**config.mk**
```make
export PLATFORM = sky130hd
export DESIGN_NAME = rag_deadlock_cycle_detector
export DESIGN_NICKNAME = d
export VERILOG_FILES = /design/src/rtl/rag_pkg.sv /design/src/rtl/rag_deadlock_cycle_detector.sv
export SDC_FILE = /design/constraint.sdc
export NUM_CORES = 2
export LEC_CHECK = 0
export ABC_AREA = 1
export ABC_CLOCK_PERIOD_IN_PS = 5500
export BUFFER_PORTS_ARGS = -buffer_cell sky130_fd_sc_hd__buf_2
export CAP_MARGIN = 40
export CORE_MARGIN = 1.5
export CORE_UTILIZATION = 40
export CTS_BUF_LIST = sky130_fd_sc_hd__clkbuf_16
export CTS_CLUSTER_DIAMETER = 30
export CTS_CLUSTER_SIZE = 8
export DETAILED_ROUTE_END_ITERATION = 10
export PLACE_DENSITY = 0.59
export SYNTH_ARGS = -nofsm -noshare
export SYNTH_HDL_FRONTEND = slang
export SYNTH_SLANG_ARGS = --single-unit
```
**constraint.sdc**
```tcl
create_clock -name aclk -period 5.5 [get_ports aclk]
set_input_delay 0 -clock aclk [delete_from_list [all_inputs] [get_ports aclk]]
set_output_delay 0 -clock aclk [all_outputs]
set_load 0.05 [all_outputs]
```
**src/rtl/rag_pkg.sv**
```systemverilog
`timescale 1ns / 1ps
// Shared codes and field widths for the resource allocation graph deadlock detector.
package rag_pkg;

    localparam int OP_W    = 2;
    localparam int ID_W    = 4;
    localparam int CFG_W   = 5;
    localparam int CADDR_W = 1;
    localparam int S_DATA_W = 16;
    localparam int M_DATA_W = 8;

    localparam logic [OP_W-1:0] OP_REQUEST = 2'd0;
    localparam logic [OP_W-1:0] OP_ALLOC   = 2'd1;
    localparam logic [OP_W-1:0] OP_DETECT  = 2'd2;

    localparam logic [CADDR_W-1:0] REG_NUM_PROCESSES = 1'd0;
    localparam logic [CADDR_W-1:0] REG_NUM_RESOURCES = 1'd1;

    localparam logic [CFG_W-1:0] CFG_COUNT_RESET = 5'd16;

endpackage

```
**src/rtl/rag_deadlock_cycle_detector.sv**
```systemverilog
`timescale 1ns / 1ps
// Deadlock detector: edge store, iterative depth-first search and result register.
// Edge load items (request or allocation) are taken in idle and leave it idle; the block is ready again next cycle.
// A detect item walks the graph with an explicit stack, testing one adjacency bit per cycle
// in ST_WALK, over N = MAX_PROCESSES + MAX_RESOURCES nodes.
// The result leaves through an output register; edge loads are taken while it waits.
// Reset (aresetn low, synchronous) empties the graph at once through row valid bits; no sweep.
module rag_deadlock_cycle_detector #(
    parameter int MAX_PROCESSES = 16,
    parameter int MAX_RESOURCES = 16
) (
    input  logic                           aclk,
    input  logic                           aresetn,
    // tdata: op[1:0], process_id[5:2], resource_id[9:6], zero fill above
    input  logic [rag_pkg::S_DATA_W-1:0]   s_tdata,
    input  logic                           s_tvalid,
    output logic                           s_tready,
    // tdata: deadlock[0], bad_edge[1], zero fill above
    output logic [rag_pkg::M_DATA_W-1:0]   m_tdata,
    output logic                           m_tvalid,
    input  logic                           m_tready,
    input  logic                           cfg_we,
    input  logic [rag_pkg::CADDR_W-1:0]    cfg_addr,
    input  logic [rag_pkg::CFG_W-1:0]      cfg_wdata
);

    localparam int N  = MAX_PROCESSES + MAX_RESOURCES;
    localparam int NB = $clog2(N);
    localparam int NW = $clog2(N + 1);
    localparam int CW = ($clog2(N + 1) > rag_pkg::CFG_W) ? $clog2(N + 1) : rag_pkg::CFG_W;

    typedef enum logic [2:0] {
        ST_IDLE,
        ST_SEL,
        ST_WALK,
        ST_POP,
        ST_FINISH
    } state_t;

    typedef struct packed {
        logic [NB-1:0] node;
        logic [NW-1:0] next;
    } stk_entry_t;

    // input fields
    logic [rag_pkg::OP_W-1:0] in_op;
    logic [rag_pkg::ID_W-1:0] in_pid;
    logic [rag_pkg::ID_W-1:0] in_rid;

    assign in_op  = s_tdata[1:0];
    assign in_pid = s_tdata[5:2];
    assign in_rid = s_tdata[9:6];

    state_t                   state_reg, state_next;
    logic [CW-1:0]            np_eff, nr_eff;
    logic [rag_pkg::CFG_W-1:0] num_proc_reg, num_res_reg;
    logic [N-1:0]             visited_reg, visited_next;
    logic [N-1:0]             on_path_reg, on_path_next;
    logic [N-1:0]             row_valid_reg, row_valid_next;
    logic [NW-1:0]            start_reg, start_next;
    logic [NW-1:0]            depth_reg, depth_next;
    logic [NB-1:0]            top_node_reg, top_node_next;
    logic [NW-1:0]            top_next_reg, top_next_next;
    logic                     dropped_reg, dropped_next;
    logic                     cycle_reg, cycle_next;
    logic                     m_valid_reg, m_valid_next;
    logic [1:0]               m_bits_reg, m_bits_next;

    // adjacency store and search stack
    logic [N-1:0]  adj_mem [N];
    logic [N-1:0]  row_data_reg;
    logic          row_ok_reg;
    stk_entry_t    stk_mem [N];
    stk_entry_t    stk_rd_reg;

    logic          accept;
    logic          wr_en;
    logic [NB-1:0] wr_row, wr_col;
    logic [NB-1:0] rd_addr;
    logic [NB-1:0] stk_rd_addr;
    logic          stk_we;
    logic [NB-1:0] stk_wr_addr;
    stk_entry_t    stk_wr_data;

    logic          p_ok, r_ok;
    logic [NB-1:0] vi;
    logic [NB-1:0] si;
    logic          scan_end;
    logic          edge_hit;

    function automatic logic [CW-1:0] clamp_count(input logic [rag_pkg::CFG_W-1:0] v,
                                                  input int maxv);
        logic [CW-1:0] vw;
        vw = CW'(v);
        if (v == '0) begin
            return CW'(1);
        end else if (vw > CW'(maxv)) begin
            return CW'(maxv);
        end
        return vw;
    endfunction

    function automatic logic node_in_use(input logic [NB-1:0] n,
                                         input logic [CW-1:0] np,
                                         input logic [CW-1:0] nr);
        logic [CW-1:0] nw;
        nw = CW'(n);
        if (nw < CW'(MAX_PROCESSES)) begin
            return nw < np;
        end
        return (nw - CW'(MAX_PROCESSES)) < nr;
    endfunction

    assign np_eff   = clamp_count(num_proc_reg, MAX_PROCESSES);
    assign nr_eff   = clamp_count(num_res_reg, MAX_RESOURCES);
    assign s_tready = (state_reg == ST_IDLE);
    assign accept   = s_tvalid && s_tready;
    assign p_ok     = CW'(in_pid) < np_eff;
    assign r_ok     = CW'(in_rid) < nr_eff;

    assign vi       = top_next_reg[NB-1:0];
    assign si       = start_reg[NB-1:0];
    assign scan_end = (top_next_reg == NW'(N));
    assign edge_hit = row_ok_reg && row_data_reg[vi] && node_in_use(vi, np_eff, nr_eff);

    assign m_tvalid = m_valid_reg;
    assign m_tdata  = {{(rag_pkg::M_DATA_W-2){1'b0}}, m_bits_reg};

    always_comb begin
        state_next     = state_reg;
        visited_next   = visited_reg;
        on_path_next   = on_path_reg;
        row_valid_next = row_valid_reg;
        start_next     = start_reg;
        depth_next     = depth_reg;
        top_node_next  = top_node_reg;
        top_next_next  = top_next_reg;
        dropped_next   = dropped_reg;
        cycle_next     = cycle_reg;
        m_valid_next   = m_valid_reg;
        m_bits_next    = m_bits_reg;
        wr_en          = 1'b0;
        wr_row         = NB'(in_pid);
        wr_col         = NB'(MAX_PROCESSES) + NB'(in_rid);
        rd_addr        = top_node_reg;
        stk_rd_addr    = NB'(depth_reg - NW'(2));
        stk_we         = 1'b0;
        stk_wr_addr    = NB'(depth_reg - NW'(1));
        stk_wr_data    = '{node: top_node_reg, next: top_next_reg + NW'(1)};

        if (m_valid_reg && m_tready) begin
            m_valid_next = 1'b0;
        end

        case (state_reg)
            ST_IDLE: begin
                if (accept) begin
                    case (in_op)
                        rag_pkg::OP_REQUEST, rag_pkg::OP_ALLOC: begin
                            if (p_ok && r_ok) begin
                                wr_en = 1'b1;
                                if (in_op == rag_pkg::OP_ALLOC) begin
                                    wr_row = NB'(MAX_PROCESSES) + NB'(in_rid);
                                    wr_col = NB'(in_pid);
                                end
                                row_valid_next[wr_row] = 1'b1;
                            end else begin
                                dropped_next = 1'b1;
                            end
                        end
                        rag_pkg::OP_DETECT: begin
                            visited_next = '0;
                            on_path_next = '0;
                            start_next   = '0;
                            depth_next   = '0;
                            cycle_next   = 1'b0;
                            state_next   = ST_SEL;
                        end
                        default: begin
                        end
                    endcase
                end
            end
            ST_SEL: begin
                // outer loop over start nodes
                rd_addr = si;
                if (start_reg == NW'(N)) begin
                    state_next = ST_FINISH;
                end else if (node_in_use(si, np_eff, nr_eff) && !visited_reg[si]) begin
                    visited_next[si] = 1'b1;
                    on_path_next[si] = 1'b1;
                    top_node_next    = si;
                    top_next_next    = '0;
                    depth_next       = NW'(1);
                    state_next       = ST_WALK;
                end else begin
                    start_next = start_reg + NW'(1);
                end
            end
            ST_WALK: begin
                if (scan_end) begin
                    on_path_next[top_node_reg] = 1'b0;
                    depth_next = depth_reg - NW'(1);
                    if (depth_reg == NW'(1)) begin
                        state_next = ST_SEL;
                    end else begin
                        state_next = ST_POP;
                    end
                end else begin
                    top_next_next = top_next_reg + NW'(1);
                    if (edge_hit) begin
                        if (on_path_reg[vi]) begin
                            cycle_next = 1'b1;
                            state_next = ST_FINISH;
                        end else if (!visited_reg[vi] && depth_reg < NW'(N)) begin
                            // descend: park the current frame, its scan resumes past v
                            stk_we         = 1'b1;
                            visited_next[vi] = 1'b1;
                            on_path_next[vi] = 1'b1;
                            top_node_next  = vi;
                            top_next_next  = '0;
                            depth_next     = depth_reg + NW'(1);
                            rd_addr        = vi;
                        end
                    end
                end
            end
            ST_POP: begin
                // parent frame is back from the stack; fetch its row
                top_node_next = stk_rd_reg.node;
                top_next_next = stk_rd_reg.next;
                rd_addr       = stk_rd_reg.node;
                state_next    = ST_WALK;
            end
            ST_FINISH: begin
                if (!m_valid_reg || m_tready) begin
                    m_valid_next   = 1'b1;
                    m_bits_next    = {dropped_reg, cycle_reg};
                    dropped_next   = 1'b0;
                    row_valid_next = '0;
                    state_next     = ST_IDLE;
                end
            end
            default: begin
                state_next = ST_IDLE;
            end
        endcase
    end

    always_ff @(posedge aclk) begin
        if (!aresetn) begin
            state_reg     <= ST_IDLE;
            visited_reg   <= '0;
            on_path_reg   <= '0;
            row_valid_reg <= '0;
            start_reg     <= '0;
            depth_reg     <= '0;
            dropped_reg   <= 1'b0;
            cycle_reg     <= 1'b0;
            m_valid_reg   <= 1'b0;
            num_proc_reg  <= rag_pkg::CFG_COUNT_RESET;
            num_res_reg   <= rag_pkg::CFG_COUNT_RESET;
        end else begin
            state_reg     <= state_next;
            visited_reg   <= visited_next;
            on_path_reg   <= on_path_next;
            row_valid_reg <= row_valid_next;
            start_reg     <= start_next;
            depth_reg     <= depth_next;
            dropped_reg   <= dropped_next;
            cycle_reg     <= cycle_next;
            m_valid_reg   <= m_valid_next;
            if (cfg_we) begin
                case (cfg_addr)
                    rag_pkg::REG_NUM_PROCESSES: num_proc_reg <= cfg_wdata;
                    rag_pkg::REG_NUM_RESOURCES: num_res_reg  <= cfg_wdata;
                    default: begin
                    end
                endcase
            end
        end
        top_node_reg <= top_node_next;
        top_next_reg <= top_next_next;
        m_bits_reg   <= m_bits_next;
    end

    // adjacency rows; a row not yet valid is written whole
    always_ff @(posedge aclk) begin
        if (wr_en) begin
            if (row_valid_reg[wr_row]) begin
                adj_mem[wr_row][wr_col] <= 1'b1;
            end else begin
                adj_mem[wr_row] <= N'(1) << wr_col;
            end
        end
        row_data_reg <= adj_mem[rd_addr];
        row_ok_reg   <= row_valid_reg[rd_addr];
    end

    always_ff @(posedge aclk) begin
        if (stk_we) begin
            stk_mem[stk_wr_addr] <= stk_wr_data;
        end
        stk_rd_reg <= stk_mem[stk_rd_addr];
    end

    a_depth_bound: assert property (@(posedge aclk) disable iff (!aresetn)
        depth_reg <= NW'(N))
        else $error("search stack depth beyond node count");

    a_path_in_visited: assert property (@(posedge aclk) disable iff (!aresetn)
        (on_path_reg & ~visited_reg) == '0)
        else $error("node on path but not visited");

    a_path_matches_depth: assert property (@(posedge aclk) disable iff (!aresetn)
        $countones(on_path_reg) == int'(depth_reg))
        else $error("path marks disagree with stack depth");

    a_result_from_finish: assert property (@(posedge aclk) disable iff (!aresetn)
        $rose(m_valid_reg) |-> $past(state_reg == ST_FINISH))
        else $error("result raised outside finish");

    a_busy_while_search: assert property (@(posedge aclk) disable iff (!aresetn)
        (accept && in_op == rag_pkg::OP_DETECT) |=> !s_tready)
        else $error("ready while detect in progress");

endmodule
```
==> key figures <==
Finish
  • Synthesis-to-layout area growth: 20.9%
  • Utilization after layout: approximately half
  • Antenna diode count: 0
  • Nets: roughly 8,400
  • Number of flip-flops under the largest register name: between 1,000 and 1,500
  • Regs by FF count: adj_mem: 1024 flops, stk_mem: 352 flops
  • Register with the most flip-flops: adj_mem
  • Ratio of cells with drive above 1 in the final layout: a little over a tenth
  • Number of inserted filler cells in the final layout: 17,300
  • Final instance count without filler cells: ~11,000

Route
  • Routed WL per cell: 22.2 um
  • Detailed Route WL: about 250,000 um
  • Antenna-violating nets left: 0
  • 1st-iter DRT viols: 6,319
  • Drt drc: 0
  • Routed via count divided by cell count: roughly 5.5
  • Number of vias after detailed routing: ~62,000
  • Detailed-router iteration count before antenna repair: 9

Logic synthesis
  • Cell types occupying the most area after synthesis: sky130_fd_sc_hd__edfxtp_1, sky130_fd_sc_hd__nand3_1, sky130_fd_sc_hd__nand2_1, sky130_fd_sc_hd__nor2_1, sky130_fd_sc_hd__dfxtp_1
  • Dominant combinational cell family by area after synthesis: simple AND/OR/NAND/NOR gates
  • Most common cell in the netlist: sky130_fd_sc_hd__nand2_1
  • Post-synthesis compound-gate area fraction: around 6.2%
  • XOR/XNOR Fraction of Synth Area: 0.104%
  • Sequential area share after synthesis: around three fifths
  • Post-synthesis sequential element count: 1,557
  • Unique cell type count in the Yosys netlist: 50
  • Post-Synthesis Cells: between 8,000 and 9,000
  • Share of synthesized flip-flops with an asynchronous set or reset: 0%
  • Primary flip-flop cell chosen by synthesis mapping: sky130_fd_sc_hd__edfxtp_1
  • Post-Synth Adder-Cell Area: less than 1%
  • Synthesis Warnings: 0
  • Yosys top cell area share: 55.2%
  • Simple-gate share of the synthesized area: roughly a quarter
  • Cell area after technology mapping: 75,500 um2
  • Number of enable-type register cells in the synthesized netlist: 1,389
  • Most used standard cells in the synthesized netlist: sky130_fd_sc_hd__nand2_1, sky130_fd_sc_hd__edfxtp_1, sky130_fd_sc_hd__nor2_1
  • Avg Inst Size Synth: a little over 9 um2
  • Post-synthesis mux area share: 0%
  • Post-synth top area cell: sky130_fd_sc_hd__edfxtp_1

Clock tree
  • TritonCTS clock tree: done
  • Insertion delay of the later-clocked pin in the worst-skew pair: about 970 ps
  • Clock Tree Buf Depth: 4
  • Number of buffers created by CTS: between 300 and 400
  • Count of clock tree sinks: between 1,500 and 2,000
  • H-tree lvl count: 5
  • Buffers inserted during post-CTS setup optimization: 0
  • Clock slew at reported path FFs: about 40 ps
  • Post-cts resize count: 0
  • CTS Hold Buffers Added: 44
  • Clock root buffer: sky130_fd_sc_hd__clkbuf_16

Hold path
  • Worst min-delay path category: in2reg
  • Depth of the worst hold-timing path: 10
  • Source of the worst hold timing path: s_tdata[7]
  • Endpoint of the worst hold path: dropped_reg

STA
  • Total count of max-transition violations in the final report: 0
  • Final Cycle Share: between 90% and 100%
  • Total Negative Setup Slacks: 0 ps
  • Worst hold slack across all endpoints: 84.7 ps
  • Setup slack after layout: roughly 520 ps
  • Number of setup violations in the final report: 0
  • Maximum clock frequency: roughly 200 MHz
  • Max_slew headroom: 36.4%
  • Pin slew with the least headroom to its limit: 954 ps
  • Number of hold violations in the final report: 0
  • Minimum clock period: ~5000 ps
  • Clock Skew: about 78 ps
  • Unrepaired setup endpoints after global routing: no

Placed design
  • Placed Cells incl. Taps: 10,400
  • Global placement routability congestion: about 0.9
  • Buffers on Ports: 24
  • Post-DP HPWL: between 100,000 and 150,000 um
  • Worst Setup Slack post-DPL: approximately 650 ps

Worst setup path
  • Launch point of the worst reg-to-reg path: num_res_reg[0]
  • Reg2Reg Depth: 23
  • Worst path slowest cell: sky130_fd_sc_hd__nor2_4
  • Capturing element type of the critical path: flop
  • CP arrival: around 5600 ps
  • Max FO, Critical Path: 32
  • Cell chain of the critical path: nor4_1 > ha_1 > nand2_1 > ha_1 > nand2_1 > inv_1 > o21ai_0 > nand2_1 > nor2_4 > nand3_4 > nand2_1 > nand2_2 > nor2_4 > nand2_1 > nand3_1 > nand2_1 > nand2_1 > nor2_4 > buf_4 > nand2_1 > buf_4 > nand3_1 > buf_4
  • Path type of the worst setup path: reg2reg
  • Delay contributed by the slowest stage of the critical path: around 540 ps
  • Critical path launch point type: flop
  • Crit Reg-Reg Endpoint: adj_mem[16][11]
  • Data required time of the critical path: 6090 ps
  • Reg-to-reg setup timing slack: about 520 ps
  • Cell seen most often among critical-path stages: sky130_fd_sc_hd__nand2_1

Power
  • Power Dens Cells: approximately 660 nW/um2
  • Pleak: around 35 nW
  • Max rail drop VDD: approximately 0.80 mV

GRT
  • Pin count of the biggest net entering global routing: between 100 and 150
  • Antenna violations before repair: 3
  • Leftover overflow at the end of global routing: 0
  • Via count of the first global-routing pass: slightly below 60,000
  • First-pass GRT wire length: around 370,000 um
  • Gr usage total: about a quarter

Floorplanning
  • Effective utilization at floorplan: just over 40%
  • Placeable core area: ~190,000 um2
  • Height of the die: 437 um
  • Die width: around 440 um
  • Top-Level Pins: 37
  • Die area: roughly 190,000 um2
  • Rows: between 150 and 200

Run status
  • Status: completed

Flow run
  • Max-cap violation count: 0
-- where the power goes --
| part | total (mW) | internal [mW] | switching [mW] |
|---|---|---|---|
| clock | 21.1 | 14.6 | 6.52 |
| combinational | 24.8 | 7.05 | 17.7 |
| sequential | 14.4 | 14.1 | 0.353 |
| total | 60.3 | 35.7 | 24.6 |
-- worst max-delay path: cells and delay by family (launching register included) --
kind / cells / cell delay [ps]
and+or+nand+nor: 16 / 2620
buffers and inverters: 4 / 940
adders and majority gates: 2 / 590
DFF: 1 / 330
AOI/OAI and AO/OA: 1 / 140
-- how the worst max path moves through the flow --
stage               cells after the start               to      startpoint  slack (ps)
floorplan                              24   adj_mem[0][10]  num_res_reg[0]        1490
global placement                       23  adj_mem[24][14]  num_res_reg[0]         630
detailed placement                     23  adj_mem[28][14]  num_res_reg[0]         650
CTS                                    23  adj_mem[10][11]  num_res_reg[0]         570
global route                           22  adj_mem[10][27]  num_res_reg[0]         240
finish                                 23  adj_mem[16][11]  num_res_reg[0]         520
-- through the flow --
stage,power (mW),cell area [um2]
finish,60.3,91300
global placement,38.6,78600
detailed placement,38.9,78800
CTS,60.1,91300
global route,63.2,91300
floorplan,30.2,75500
-- cells in the final DEF, fill, tap and decap left out, types with 21 or more instances in the layout --
cell type,Yosys,routed
sky130_fd_sc_hd__o22ai_1,22,22
sky130_fd_sc_hd__clkinv_2,0,63
sky130_fd_sc_hd__bufinv_16,0,53
sky130_fd_sc_hd__inv_1,775,825
sky130_fd_sc_hd__a21oi_1,239,238
sky130_fd_sc_hd__clkbuf_16,0,373
sky130_fd_sc_hd__clkinv_1,5,66
sky130_fd_sc_hd__edfxtp_1,1389,1389
sky130_fd_sc_hd__dlygate4sd3_1,0,44
sky130_fd_sc_hd__buf_12,0,66
sky130_fd_sc_hd__a31oi_1,39,39
sky130_fd_sc_hd__o21ai_0,361,361
sky130_fd_sc_hd__buf_2,199,25
sky130_fd_sc_hd__nand2_2,5,35
sky130_fd_sc_hd__dfxtp_1,168,166
sky130_fd_sc_hd__o221ai_1,70,70
sky130_fd_sc_hd__ha_1,40,40
sky130_fd_sc_hd__o211ai_1,21,21
sky130_fd_sc_hd__nand3b_1,160,160
sky130_fd_sc_hd__nand2_1,1526,1490
sky130_fd_sc_hd__clkinvlp_4,0,23
sky130_fd_sc_hd__nand3_1,1290,1290
sky130_fd_sc_hd__buf_4,99,207
sky130_fd_sc_hd__a211oi_1,30,29
sky130_fd_sc_hd__nor2_1,1388,1386
-- layer usage --
metal | wire length [um] | vias to the layer above | GRT usage (%)
li1 | - | 28000 | -
met1 | 98500 | 29900 | 33.4
met2 | 114000 | 3071 | 40.0
met3 | 22900 | 658 | 4.63
met4 | 11200 | 4 | 12.1
met5 | 22 | - | 0
-- cells by family after synthesis --
kind of cell,after synthesis
AND/OR/NAND/NOR,4417
flip-flops,1557
buffers and inverters,1452
AO/OA/AOI/OAI,817
adder cells (fa/ha/maj),40
XOR/XNOR,9
other,1
-- cell type report --
type | count | area [um2] | share of cell area, %
Multi-Input combinational cell | 5289 | 24400 | 26.8
Clock inverter | 267 | 2680 | 2.93
Sequential cell | 1557 | 45100 | 49.4
Timing Repair Buffer | 350 | 3640 | 3.98
Clock buffer | 373 | 9330 | 10.2
Tap cell | 2495 | 3120 | 3.42
Inverter | 794 | 3000 | 3.29
Power figures use the tool's default switching activity.
